**src/rtl/core/mp2d_ram.sv**
```systemverilog
// generic single-write, single-read ram with registered read data
// no dependencies; read during a write to the same address returns the old data
`timescale 1ns / 1ps

module mp2d_ram #(
	parameter int WIDTH = 8,
	parameter int DEPTH = 16
) (
	input  logic                     clk,
	input  logic                     we,
	input  logic [$clog2(DEPTH)-1:0] waddr,
	input  logic [WIDTH-1:0]         wdata,
	input  logic [$clog2(DEPTH)-1:0] raddr,
	output logic [WIDTH-1:0]         rdata
);

	logic [WIDTH-1:0] mem [DEPTH];

	always_ff @(posedge clk) begin
		if (we) begin
			mem[waddr] <= wdata;
		end
		rdata <= mem[raddr];
	end

endmodule

```
**config.mk**
```make
export PLATFORM = sky130hd
export DESIGN_NAME = mp2d_ram
export DESIGN_NICKNAME = d
export VERILOG_FILES = /design/src/rtl/core/mp2d_ram.sv
export SDC_FILE = /design/constraint.sdc
export NUM_CORES = 1
export LEC_CHECK = 0
export ABC_AREA = 0
export BUFFER_PORTS_ARGS = -buffer_cell sky130_fd_sc_hd__buf_2
export CAP_MARGIN = 20
export CORE_ASPECT_RATIO = 1.1
export CORE_MARGIN = 3
export CORE_UTILIZATION = 54
export CTS_CLUSTER_DIAMETER = 150
export CTS_CLUSTER_SIZE = 14
export DETAILED_ROUTE_END_ITERATION = 16
export PLACE_DENSITY = 0.78
export RECOVER_POWER = 100
export SLEW_MARGIN = 40
export SYNTH_ARGS = -nofsm -noshare
export SYNTH_HDL_FRONTEND = slang
export SYNTH_SLANG_ARGS = --single-unit
```
**constraint.sdc**
```tcl
create_clock -name clk -period 1.75 [get_ports clk]
set_input_delay 0.2625 -clock clk [delete_from_list [all_inputs] [get_ports clk]]
set_output_delay 0.2625 -clock clk [all_outputs]
set_load 0.01 [all_outputs]
```
# [After elaboration in Yosys (flattened, before gate mapping)]
# Memory sizes are Yosys's and may differ from the RTL's. A register that Yosys moved wholly into a read port is not among the register bits.
# Cells that the tools add are included.
[totals] register_bits=0 ram_bits=128 output_inout_bits=8 mem_count=1
[mem_list] name="mem" words=16 width=8 read_ports=1 rd_clocked_by_memory_dff=1 write_ports=1 line_no="17" text="logic [WIDTH-1:0] mem [DEPTH];"
[classes] muxes=2
[ops] cell="$mux W1" n=2

# [Longest topological paths before layout]
[logic_depth] ltp_word=2 depth_mapped=5 ltp_nobuf=3

# [Least setup slack after synthesis]
# Ideal clock, no wire load.
[synth_path] path_kind="input-to-reg" startpoint="input waddr[2]" endpoint="memory mem[0][0], enable pin" arrival_time_ns=1.372 slack_ns=-0.005 path_stages=2 n_path_buf=0 cell_sequence="or3b_2 > nor3_1"
[synth_lines] element="start: declaration" line_no="11" text="input logic [$clog2(DEPTH)-1:0] waddr,"
[synth_lines] element="end: declaration" line_no="17"
# Straight into the memory's write port.

==> summary.md <==
| Metric | Value |
|---|---|
| Worst Hold Path EP | mem[4][2] |
| Worst-path clk slew | 0.06 ns |
| Top Ports | 26 |
| Hold wc startpoint | wdata[2] |
| WS Path Type | reg -> reg |
| Initial antenna violation count | 0 |
| Area Growth Syn to Fin | 18.8% |
| Reg-to-Reg Start | mem[1][5] |
| Worst vdd ir | approximately 0.00084 V |
| Detailed-route via count | ~2500 |
| Final worst path period need | 1.38 ns |
| FP Rows | 36 |
| Longest Clk Path Bufs | 2 |
| Synth Warn # | 0 |
| First-pass GRT wire length | between 15000 and 20000 um |
| DR pass1 iterations | 4 |
| Tcrit/Tclk final | between 70 and 80% |
| Netlist cell types | 19 |
| Outcome | finished, final reports clean |
| Rel. slew slack | 55.6% |
| PD cells | 1300 nW/um^2 |
| Final setup vio count | 0 |
| Hpwl dp | 5980 um |
| Final TNS setup | 0 ns |
| Largest family of logic cells by synthesized area | multiplexers |
| Worst r2r path cells | 3 |
| DIE AREA | 10700 um^2 |
| Static Leakage | 2.02 nW |
| Hold path cells | 1 |
| Design Area, Final | 6120 um^2 |
| CP peak stage delay | 0.52 ns |
| Post-CTS setup buffer count | 0 |
| Final WL | 9610 um |
| Post-synthesis xor/xnor area fraction | 0% |
| CTS tree | done |
| Fin. Hold Viols | 0 |
| CTS Hold Bufs | 0 |
| Number of synthesized register bits | 136 |
| Synth Area in Adders | 0% |
| Die Span X | 99.1 um |
| Worst EP arrival | 1.79 ns |
| Synth area leader | edfxtp_1 |
| CP Launch Type | flop |
| R2r setup slk | 0.37 ns |
| Simple-Gate Fraction of Synth Area | 3.18% |
| CP bufs+invs | 0 |
| Root Buffer | clkbuf_8 |
| Most frequent cells in the layout | edfxtp_1 (128), clkbuf_1 (36), mux4_2 (18) |
| Layout Skew | 0.00697 ns |
| Top delay family on crit path | multiplexers |
| Iter 0 DRT Violations | 252 |
| DRC Markers | 0 |
| Crit-path slowest cell | mux4_1 |
| Dominant cells by area after synthesis | edfxtp_1 (75%), mux4_2 (7.9%), mux4_1 (7.1%) |
| Proportion of layout cells with a drive suffix above 1 | 20.8% |
| Initial Utilization | 56.9% |
| Clk Latency, worst-skew pair | 0.52 ns |
| Commonest non-fill, non-tap cell in the layout | edfxtp_1 |
| Via-to-Cell Ratio | 6.03 |
| Die H | approximately 110 um |
| CP cell instances | mux4_1, a22oi_1, nand2_1 |
| Critical-path maximum fanout | 1 |
| Avg Cell Area, Syn | around 22 um^2 |
| Compound-Gate Fraction of Synth Area | 2.33% |
| Cts bufs inserted | 17 |
| Syn Nets | 247 |
| CTS HTree Levels | 4 |
| RSZ-0062 raised after global routing | no |
| GP Congestion | roughly 0.72 |
| Diodes inserted | 0 |
| Max Clk Rate | about 720 MHz |
| Final slew viol count | 0 |
| Mux contribution to synthesized area | 15.0% |
| Sequential fraction of the synthesis area | between 70% and 80% |
| Worst Hold Class | in -> reg |
| Port Buf Inserts | 25 |
| Vias in the first global route | 2592 |
| Req. time, crit path | 2.16 ns |
| Mapped Cells | 229 |
| Worst Setup End Kind | flop |
| Post-synth top area share | 74.7% |
| Synthesized area | ~5000 um^2 |
| Post-DP Area | 5540 um^2 |
| Wire length per cell | 23.3 um |
| Slew @ Worst Pin | 0.667 ns |
| DRT antenna net count | 0 |
| GRT overflow | 0 |
| MaxCap Viol Count | 0 |
| Capture point of the worst reg-to-reg path | rdata[5] |
| Nets@finish | a little over 300 |
| Core ar. | a little over 9000 um^2 |
| Clock Sinks | ~140 |
| Largest net degree at the start of global routing | 28 |
| Total global-route track usage | between 20% and 30% |
| Post-CTS sizing | 0 |
## area by class of cell
| cell class | instances | area (um^2) |
|---|---|---|
| Clock inverter | 14 | 244 |
| Timing Repair Buffer | 47 | 240 |
| Tap cell | 114 | 143 |
| Clock buffer | 18 | 428 |
| Multi-Input combinational cell | 83 | 1060 |
| Fill cell | 562 | 2940 |
| Sequential cell | 136 | 4000 |
## Yosys cell counts, drive strengths merged
| master | n |
|---|---|
| dfxtp | 8 |
| nand3b | 2 |
| a22oi | 16 |
| nor3 | 4 |
| clkdlybuf4s25 | 3 |
| or3b | 1 |
| nand3 | 1 |
| mux4 | 32 |
| nor2b | 1 |
| nand2b | 2 |
| buf | 7 |
| nor2 | 13 |
| nand2 | 9 |
| edfxtp | 128 |
| and2b | 1 |
| and2 | 1 |
## cell families (layout without fill, tap and decap cells)
kind of cell	Yosys count	after routing
and+or+nand+nor	35	35
buffers and inverters	10	79
muxes	32	32
AOI/OAI and AO/OA	16	16
DFF	136	136
## how the worst max path moves through the flow
| stage | start | endpoint | cells after the start |
|---|---|---|---|
| finish | mem[1][5] | rdata[5] | 3 |
| floorplan | waddr[2] | mem[3][0] | 2 |
| CTS | mem[0][1] | rdata[1] | 3 |
| detailed placement | raddr[0] | rdata[1] | 5 |
| global placement | raddr[0] | rdata[3] | 5 |
| global route | mem[1][5] | rdata[5] | 3 |
## report_power, final
part           switching, mW  internal [mW]  total, mW
clock                   1.32           2.65       3.97
combinational          0.194          0.138      0.332
sequential            0.0218           3.64       3.67
total                   1.53           6.43       7.97
## stage by stage
stage,setup WS [ns],instances,power (mW),hold WS [ns],util [%]
4_1_cts,0.376,412,8.04,0.0916,68.6
5_1_grt,0.297,412,8.19,0.262,67.6
2_1_floorplan,0.221,229,3.92,0.361,-
3_3_place_gp,0.0951,380,4.06,0.641,61.2
3_5_place_dp,0.0844,380,4.08,0.650,61.2
6_report,0.365,412,7.97,0.241,67.6
## sequential cells by signal, summed over array words and instances (netlist names)
name	cells
mem	128
rdata	8
## metal layers
metal | part of all wire [%] | track usage [%] | up-vias | routed length, um
li1 | - | - | 1084 | -
met4 | 1.6 | 7.80 | 0 | 158
met1 | 39 | 26.3 | 1290 | 3790
met3 | 6.6 | 6.32 | 15 | 638
met2 | 52 | 32.5 | 97 | 5020
met5 | 0 | 0 | - | 0
Note: power is estimated with default switching activity, not from simulation.
