--- src/rtl/core/mp2d_pkg.sv ---
// shared constants, types and helper functions of the 2-d max pooling unit
// no dependencies; compiled first
`timescale 1ns / 1ps

package mp2d_pkg;

	// map limits
	localparam int MAX_WIDTH    = 256;
	localparam int MAX_CHANNELS = 16;
	localparam int MAX_HEIGHT   = 1024;
	localparam int SAMPLE_BITS  = 16;
	localparam int POOL_LIMIT   = 8;

	// coordinate widths
	localparam int ROW_W = $clog2(MAX_HEIGHT);
	localparam int COL_W = $clog2(MAX_WIDTH);
	localparam int CH_W  = $clog2(MAX_CHANNELS);

	// configuration register widths
	localparam int POOL_CFG_W   = 4;
	localparam int HEIGHT_CFG_W = ROW_W + 1;
	localparam int WIDTH_CFG_W  = COL_W + 1;
	localparam int CHAN_CFG_W   = CH_W + 1;
	localparam int CFG_DATA_W   = HEIGHT_CFG_W;
	localparam int CFG_IDX_W    = 3;

	// reset values of the registers and the figures derived from them
	localparam int RST_POOL_ROWS     = 2;
	localparam int RST_POOL_COLS     = 2;
	localparam int RST_IMAGE_HEIGHT  = 28;
	localparam int RST_IMAGE_WIDTH   = 28;
	localparam int RST_CHANNEL_COUNT = 1;
	localparam int RST_OUT_H = RST_IMAGE_HEIGHT / RST_POOL_ROWS;
	localparam int RST_OUT_W = (RST_IMAGE_WIDTH - RST_POOL_COLS) / RST_POOL_ROWS + 1;

	// reciprocal divide by the pool height: ceil(2^shift / p), exact for 11-bit dividends
	localparam int RECIP_SHIFT = 14;
	localparam int RECIP_W     = RECIP_SHIFT + 1;
	localparam int RECIP_ONE   = 1 << RECIP_SHIFT;
	localparam int RST_RECIP   = (RECIP_ONE + RST_POOL_ROWS - 1) / RST_POOL_ROWS;

	// running maximum store: one entry per window column and channel
	localparam int STORE_AW    = COL_W + CH_W;
	localparam int STORE_DEPTH = MAX_WIDTH * MAX_CHANNELS;

	// result queue
	localparam int FIFO_DEPTH = 8;
	localparam int FIFO_AW    = $clog2(FIFO_DEPTH);
	localparam int FIFO_CW    = FIFO_AW + 1;

	typedef enum logic [CFG_IDX_W-1:0] {
		REG_POOL_ROWS     = 3'd0,
		REG_POOL_COLS     = 3'd1,
		REG_IMAGE_HEIGHT  = 3'd2,
		REG_IMAGE_WIDTH   = 3'd3,
		REG_CHANNEL_COUNT = 3'd4
	} cfg_reg_t;

	typedef logic signed [SAMPLE_BITS-1:0] sample_t;

	typedef struct packed {
		sample_t          value;
		logic [ROW_W-1:0] row;
		logic [COL_W-1:0] col;
	} max_entry_t;

	typedef struct packed {
		sample_t          pooled_value;
		logic [ROW_W-1:0] max_row;
		logic [COL_W-1:0] max_col;
		logic [ROW_W-1:0] out_row;
		logic [COL_W-1:0] out_col;
		logic [CH_W-1:0]  channel_index;
		logic             frame_end;
	} result_t;

	function automatic logic [RECIP_W-1:0] pool_recip(input logic [POOL_CFG_W-1:0] p);
		logic [RECIP_W-1:0] r;
		case (p)
			4'd1:    r = RECIP_W'(RECIP_ONE);
			4'd2:    r = RECIP_W'((RECIP_ONE + 1) / 2);
			4'd3:    r = RECIP_W'((RECIP_ONE + 2) / 3);
			4'd4:    r = RECIP_W'((RECIP_ONE + 3) / 4);
			4'd5:    r = RECIP_W'((RECIP_ONE + 4) / 5);
			4'd6:    r = RECIP_W'((RECIP_ONE + 5) / 6);
			4'd7:    r = RECIP_W'((RECIP_ONE + 6) / 7);
			4'd8:    r = RECIP_W'((RECIP_ONE + 7) / 8);
			default: r = RECIP_W'(RECIP_ONE);
		endcase
		return r;
	endfunction

endpackage

--- src/rtl/core/mp2d_result_fifo.sv ---
// small register queue that holds finished results until the sink takes them
// depends on mp2d_pkg
`timescale 1ns / 1ps

module mp2d_result_fifo import mp2d_pkg::*; (
	input  logic               clk,
	input  logic               arst_n,
	input  logic               push,
	input  result_t            push_data,
	input  logic               pop,
	output result_t            head,
	output logic [FIFO_CW-1:0] count
);

	result_t            entries_q [FIFO_DEPTH];
	logic [FIFO_AW-1:0] wptr_q;
	logic [FIFO_AW-1:0] rptr_q;
	logic [FIFO_CW-1:0] count_q;

	always_ff @(posedge clk) begin
		if (push) begin
			entries_q[wptr_q] <= push_data;
		end
	end

	always_ff @(posedge clk or negedge arst_n) begin
		if (!arst_n) begin
			wptr_q  <= '0;
			rptr_q  <= '0;
			count_q <= '0;
		end else begin
			if (push) begin
				wptr_q <= wptr_q + FIFO_AW'(1);
			end
			if (pop) begin
				rptr_q <= rptr_q + FIFO_AW'(1);
			end
			case ({push, pop})
				2'b10:   count_q <= count_q + FIFO_CW'(1);
				2'b01:   count_q <= count_q - FIFO_CW'(1);
				default: count_q <= count_q;
			endcase
		end
	end

	assign head  = entries_q[rptr_q];
	assign count = count_q;

endmodule

--- config.mk ---
export PLATFORM = sky130hd
export DESIGN_NAME = mp2d_result_fifo
export DESIGN_NICKNAME = d
export VERILOG_FILES = /design/src/rtl/core/mp2d_pkg.sv /design/src/rtl/core/mp2d_result_fifo.sv
export SDC_FILE = /design/constraint.sdc
export NUM_CORES = 1
export LEC_CHECK = 0
export ABC_CLOCK_PERIOD_IN_PS = 14350
export BUFFER_PORTS_ARGS = -buffer_cell sky130_fd_sc_hd__buf_2
export CORE_MARGIN = 1.5
export CORE_UTILIZATION = 64
export CTS_CLUSTER_DIAMETER = 60
export DETAILED_ROUTE_END_ITERATION = 8
export GPL_TIMING_DRIVEN = 0
export PLACE_DENSITY = 0.84
export SLEW_MARGIN = 15
export SYNTH_ARGS = -nofsm -noshare
export SYNTH_HDL_FRONTEND = slang
export SYNTH_SLANG_ARGS = --single-unit
--- constraint.sdc ---
create_clock -name clk -period 14.35 [get_ports clk]
set_clock_uncertainty 0.05 [all_clocks]
set_input_delay 0.7175 -clock clk [delete_from_list [all_inputs] [get_ports clk]]
set_output_delay 0.7175 -clock clk [all_outputs]
set_load 0.01 [all_outputs]
# Word level (Yosys, flattened, before mapping)
# Memory sizes are Yosys's and may differ from the RTL's.
# Cells that the tools add are included.
# totals
memories,1
out_inout_bits,61
reg_bits,10
rom_bits,0
input_bits,61
latchBits,0
ram_bits,456
word_cells,14
# op_classes
n_div,0
order_cmp,0
muxes,3
bitwise_logic,0
shift,0
add_sub_neg,4
n_reduce_logical,1
n_eq_ne,2
multipliers,0
# memory_table
memory,words,width,rd,rd_ports_with_merged_regs,wr,line,source
entries_q,8,57,1,0,1,mp2d_result_fifo.sv:15,result_t entries_q [FIFO_DEPTH];
# op_table
op,count
$pmux W4 S2,1
$add A3 B1 Y3 const B,2
$add A4 B1 Y4 const B,1
$sub A4 B1 Y4 const B,1
$eq A2 B1 Y1 const B,1
$eq A2 B2 Y1 const B,1
$mux W1,2
$reduce_bool A2 Y1,1

# Depth between registers and ports, before layout
# logic_depth
depth_word,2
depth_mapped,8
ltp_nobuf,8

# Worst setup path before layout
# No wires, ideal clock.
# synth_path
path_type,input to register
from,input push
to,"memory entries_q[0][0] (netlist name), enable pin"
setup_slack_ns,9.066
setup_ns,0.542
required_time_ns,13.758
path_buffers,0
path_stages,2
arrival_ns,4.692
cell_sequence,nand2b_1 nor3_1
# synth_between
elab_chain_len,2
# synth_lines
item,line,source
"start, declared",mp2d_result_fifo.sv:8,"input logic push,"
$mux W1,mp2d_result_fifo.sv:21,if (push) begin
$mux W1 (not written as such),mp2d_result_fifo.sv:22,entries_q[wptr_q] <= push_data;
"end, declared",mp2d_result_fifo.sv:15,
# No other way between the ends.

==> out/qor.txt <==
Synth Register Bits - 466
P&R area growth vs syn - 17.0%
# Max-Cap Violations - 0
cell count after synthesis - 711
Nets - 976
crit path cell chain - clkbuf_1 > buf_2 > buf_2 > mux4_2 > mux2_4 > buf_2
mux share of post-synthesis cell area - 19.2%
Levels on crit path - 6
first-pass GRT wire length - 52,300 um
post-synthesis sequential area ratio - 78.0%
Worst Setup End Kind - primary output
Worst Path Arrival - 2.95 ns
Longest Clk Path Bufs - 3
core region area - 0.0276 sq mm
final hold vios - 0
Reg2Reg Depth - 4
Rel. slew slack - 35.4%
WS Path Type - reg -> out
Pre-antenna DRT Iters - 5
final setup fails - 0
Post-Synth XOR/XNOR Area - 0.441%
simple-gate share of the synthesized area - 0.532%
fill cell count - 1,468
IO Pins - 122
status - completed
port bufs - 121
fin crit share - 25.9%
Critical Path RT - 13.58 ns
crit path max fanout - 10
RR Startpoint - wptr_q[0]$_DFFE_PN0P_
Yosys warning count - 0
Clk Latency, worst-skew pair - 0.53 ns
Via Count - 8,199
crit path from - rptr_q[1]$_DFFE_PN0P_
largest family of logic cells by synthesized area - multiplexers
worst setup margin - 10.64 ns
CTS tree - built
Rows - 61
slowest cell on the critical path - clkbuf_1
gr ovfl total - 0
Leak - 7.10 nW
Max Clock Freq - 269 MHz
r2r endpoint - entries_q[6][32]$_DFFE_PP_
Worst path max stage delay - 0.47 ns
final setup TNS - 0 ns
Max VDD drop - 131 uV
die area - 0.0290 sq mm
area of the mapped netlist - 0.0179 sq mm
kind of cell adding the most delay to the critical path - buffers and inverters
Compound-Gate Fraction of Synth Area - 0.140%
Pwr per Cell Area - 208 mW/mm^2
dpl hpwl - 21,900 um
gpl congestion - 0.700
drt first-iter violations - 902
clk root buf - clkbuf_16
clk sinks - 466
vias per inst - 6.20
Yosys cell types - 25
RSZ-0062 raised after global routing - no
Setup crit start kind - register
CP Buf/Inv Count - 4
worst setup path end - head[36]
FF-to-FF setup slack - 12.13 ns
initial antenna violation count - 2
CTS buffer count - 44
Final min period - 3.72 ns
Pwr Total - 0.00435 W
clk slew on worst S/H paths - 0.06 ns
final core utilization - 75.8%
CP dominant cell by count - buf_2
number of global-route vias before repair - 8,435
largest net degree at the start of global routing - 23
layout cells sized above 1 - 43.7%
antenna-violating nets left - 0
Setup WS pre-CTS - 11.26 ns
Die X - 170 um
Synth Area in Adders - 0.350%
H-tree Lvls - 2
max-slew violation total from the final report - 0
overall global routing resource usage - 25.4%
Hold Path Class - in -> reg
Tightest Pin Transition - 0.968 ns
drt wl/cell - 26.8 um
DRC viols - 0
Syn Nets - 777
syn avg cell area - 25.2 sq um
Die H - 170 um
Post-Route WL - 35,500 um
Starting Density - 64.7%
==> worst reg2reg max path, stage by stage, from the launching register on <==
cell and delay (ns):
dfrtp_1 0.42, nand2b_1 0.31, nor2_4 0.62, buf_12 0.29, buf_12 0.22
==> cells by family (layout without fill, tap and decap cells) <==
family          count (synthesis)  count (layout)
flops                         466             466
mux                           174             174
buf+inv                        33             265
simple gates                   20              20
xor+xnor                        9               9
fa+ha+maj                       5               5
compound gates                  4               4
other cells                     0               2
==> report_power, final <==
group / internal [W] / switching, W / leakage [nW] / total (W)
Sequential: 0.00171 / 0.0000594 / 4.26 / 0.00177
Combinational: 0.000744 / 0.000710 / 2.15 / 0.00145
Clock: 0.000657 / 0.000468 / 0.690 / 0.00112
==> repair_timing <==
| item | CTS | global route |
|---|---|---|
| resized for setup | 0 | 0 |
| endpoints found under the hold margin | 10 | 0 |
| buffers inserted | 0 | 0 |
| hold buffers | 1 | 0 |
==> per-stage QoR <==
step	hold slack, ns	cell area, sq um	cells
after floorplan	0.372	17900	711
after global placement	0.403	19000	1210
after detailed placement	0.425	19500	1241
after CTS	0.385	20900	1321
after global routing	0.397	20900	1321
final	0.399	20900	1323
==> layer usage <==
| layer | track usage, % | wire (um) | up-vias |
|---|---|---|---|
| met4 | 7.70 | 849 | 4 |
| met1 | 34.4 | 13900 | 4331 |
| met3 | 4.44 | 2350 | 66 |
| met2 | 43.1 | 18400 | 350 |
| met5 | 0 | 23 | - |
| li1 | - | - | 3448 |
==> worst min path at each step <==
stage	start	end	slack (ns)	cells past startpoint
2_1_floorplan	arst_n	count[0]$_DFFE_PN0P_	0.37	0
3_5_place_dp	count[3]$_DFFE_PN0P_	count[3]$_DFFE_PN0P_	0.43	1
6_report	push_data[31]	entries_q[4][31]$_DFFE_PP_	0.40	1
3_3_place_gp	count[3]$_DFFE_PN0P_	count[3]$_DFFE_PN0P_	0.40	1
5_1_grt	push_data[31]	entries_q[4][31]$_DFFE_PP_	0.40	1
4_1_cts	push_data[31]	entries_q[4][31]$_DFFE_PP_	0.38	1
==> layout make-up <==
type | instances | area, sq um | share of cell area (%)
plain buffers | 32 | 244 | 1.17
flip-flops and latches | 466 | 13900 | 66.6
diodes | 2 | 5.00 | 0.0239
well taps | 378 | 473 | 2.26
clock inverters | 22 | 204 | 0.974
clock buffers | 57 | 1190 | 5.69
multi-input cells | 212 | 3750 | 17.9
inverters | 1 | 3.75 | 0.0179
repair buffers | 153 | 1120 | 5.34
==> registers in the layout (all words and copies together) (netlist names) <==
signal	cells
count	4
entries_q	456
rptr_q	3
wptr_q	3
==> Yosys cell counts, drive strengths merged <==
library cell	n	area, sq um
clkbuf	7	26.3
inv	1	3.75
or3	1	6.26
mux4	114	2580
xor2	6	52.6
nand2	4	15.0
dfrtp	10	250
nand2b	3	18.8
ha	5	62.6
nor2b	3	18.8
nor2	7	26.3
mux2	60	856
a21oi	2	10.0
a31oi	1	6.26
edfxtp	456	13700
buf	25	218
nor3	2	10.0
o32ai	1	8.76
xnor2	3	26.3
==> placed cells by master, fill, tap and decap left out, types with 5 or more instances in the layout <==
master     instances
nor2_4             6
clkinv_2           9
mux4_2           111
buf_6              9
mux2_2            10
dfrtp_1           10
mux2_4            48
xor2_1             6
buf_4              8
clkbuf_16         45
buf_16             7
ha_1               5
buf_12            14
clkinv_1           8
clkbuf_1          17
buf_2            136
edfxtp_1         456
(Power assumes the default switching activity.)
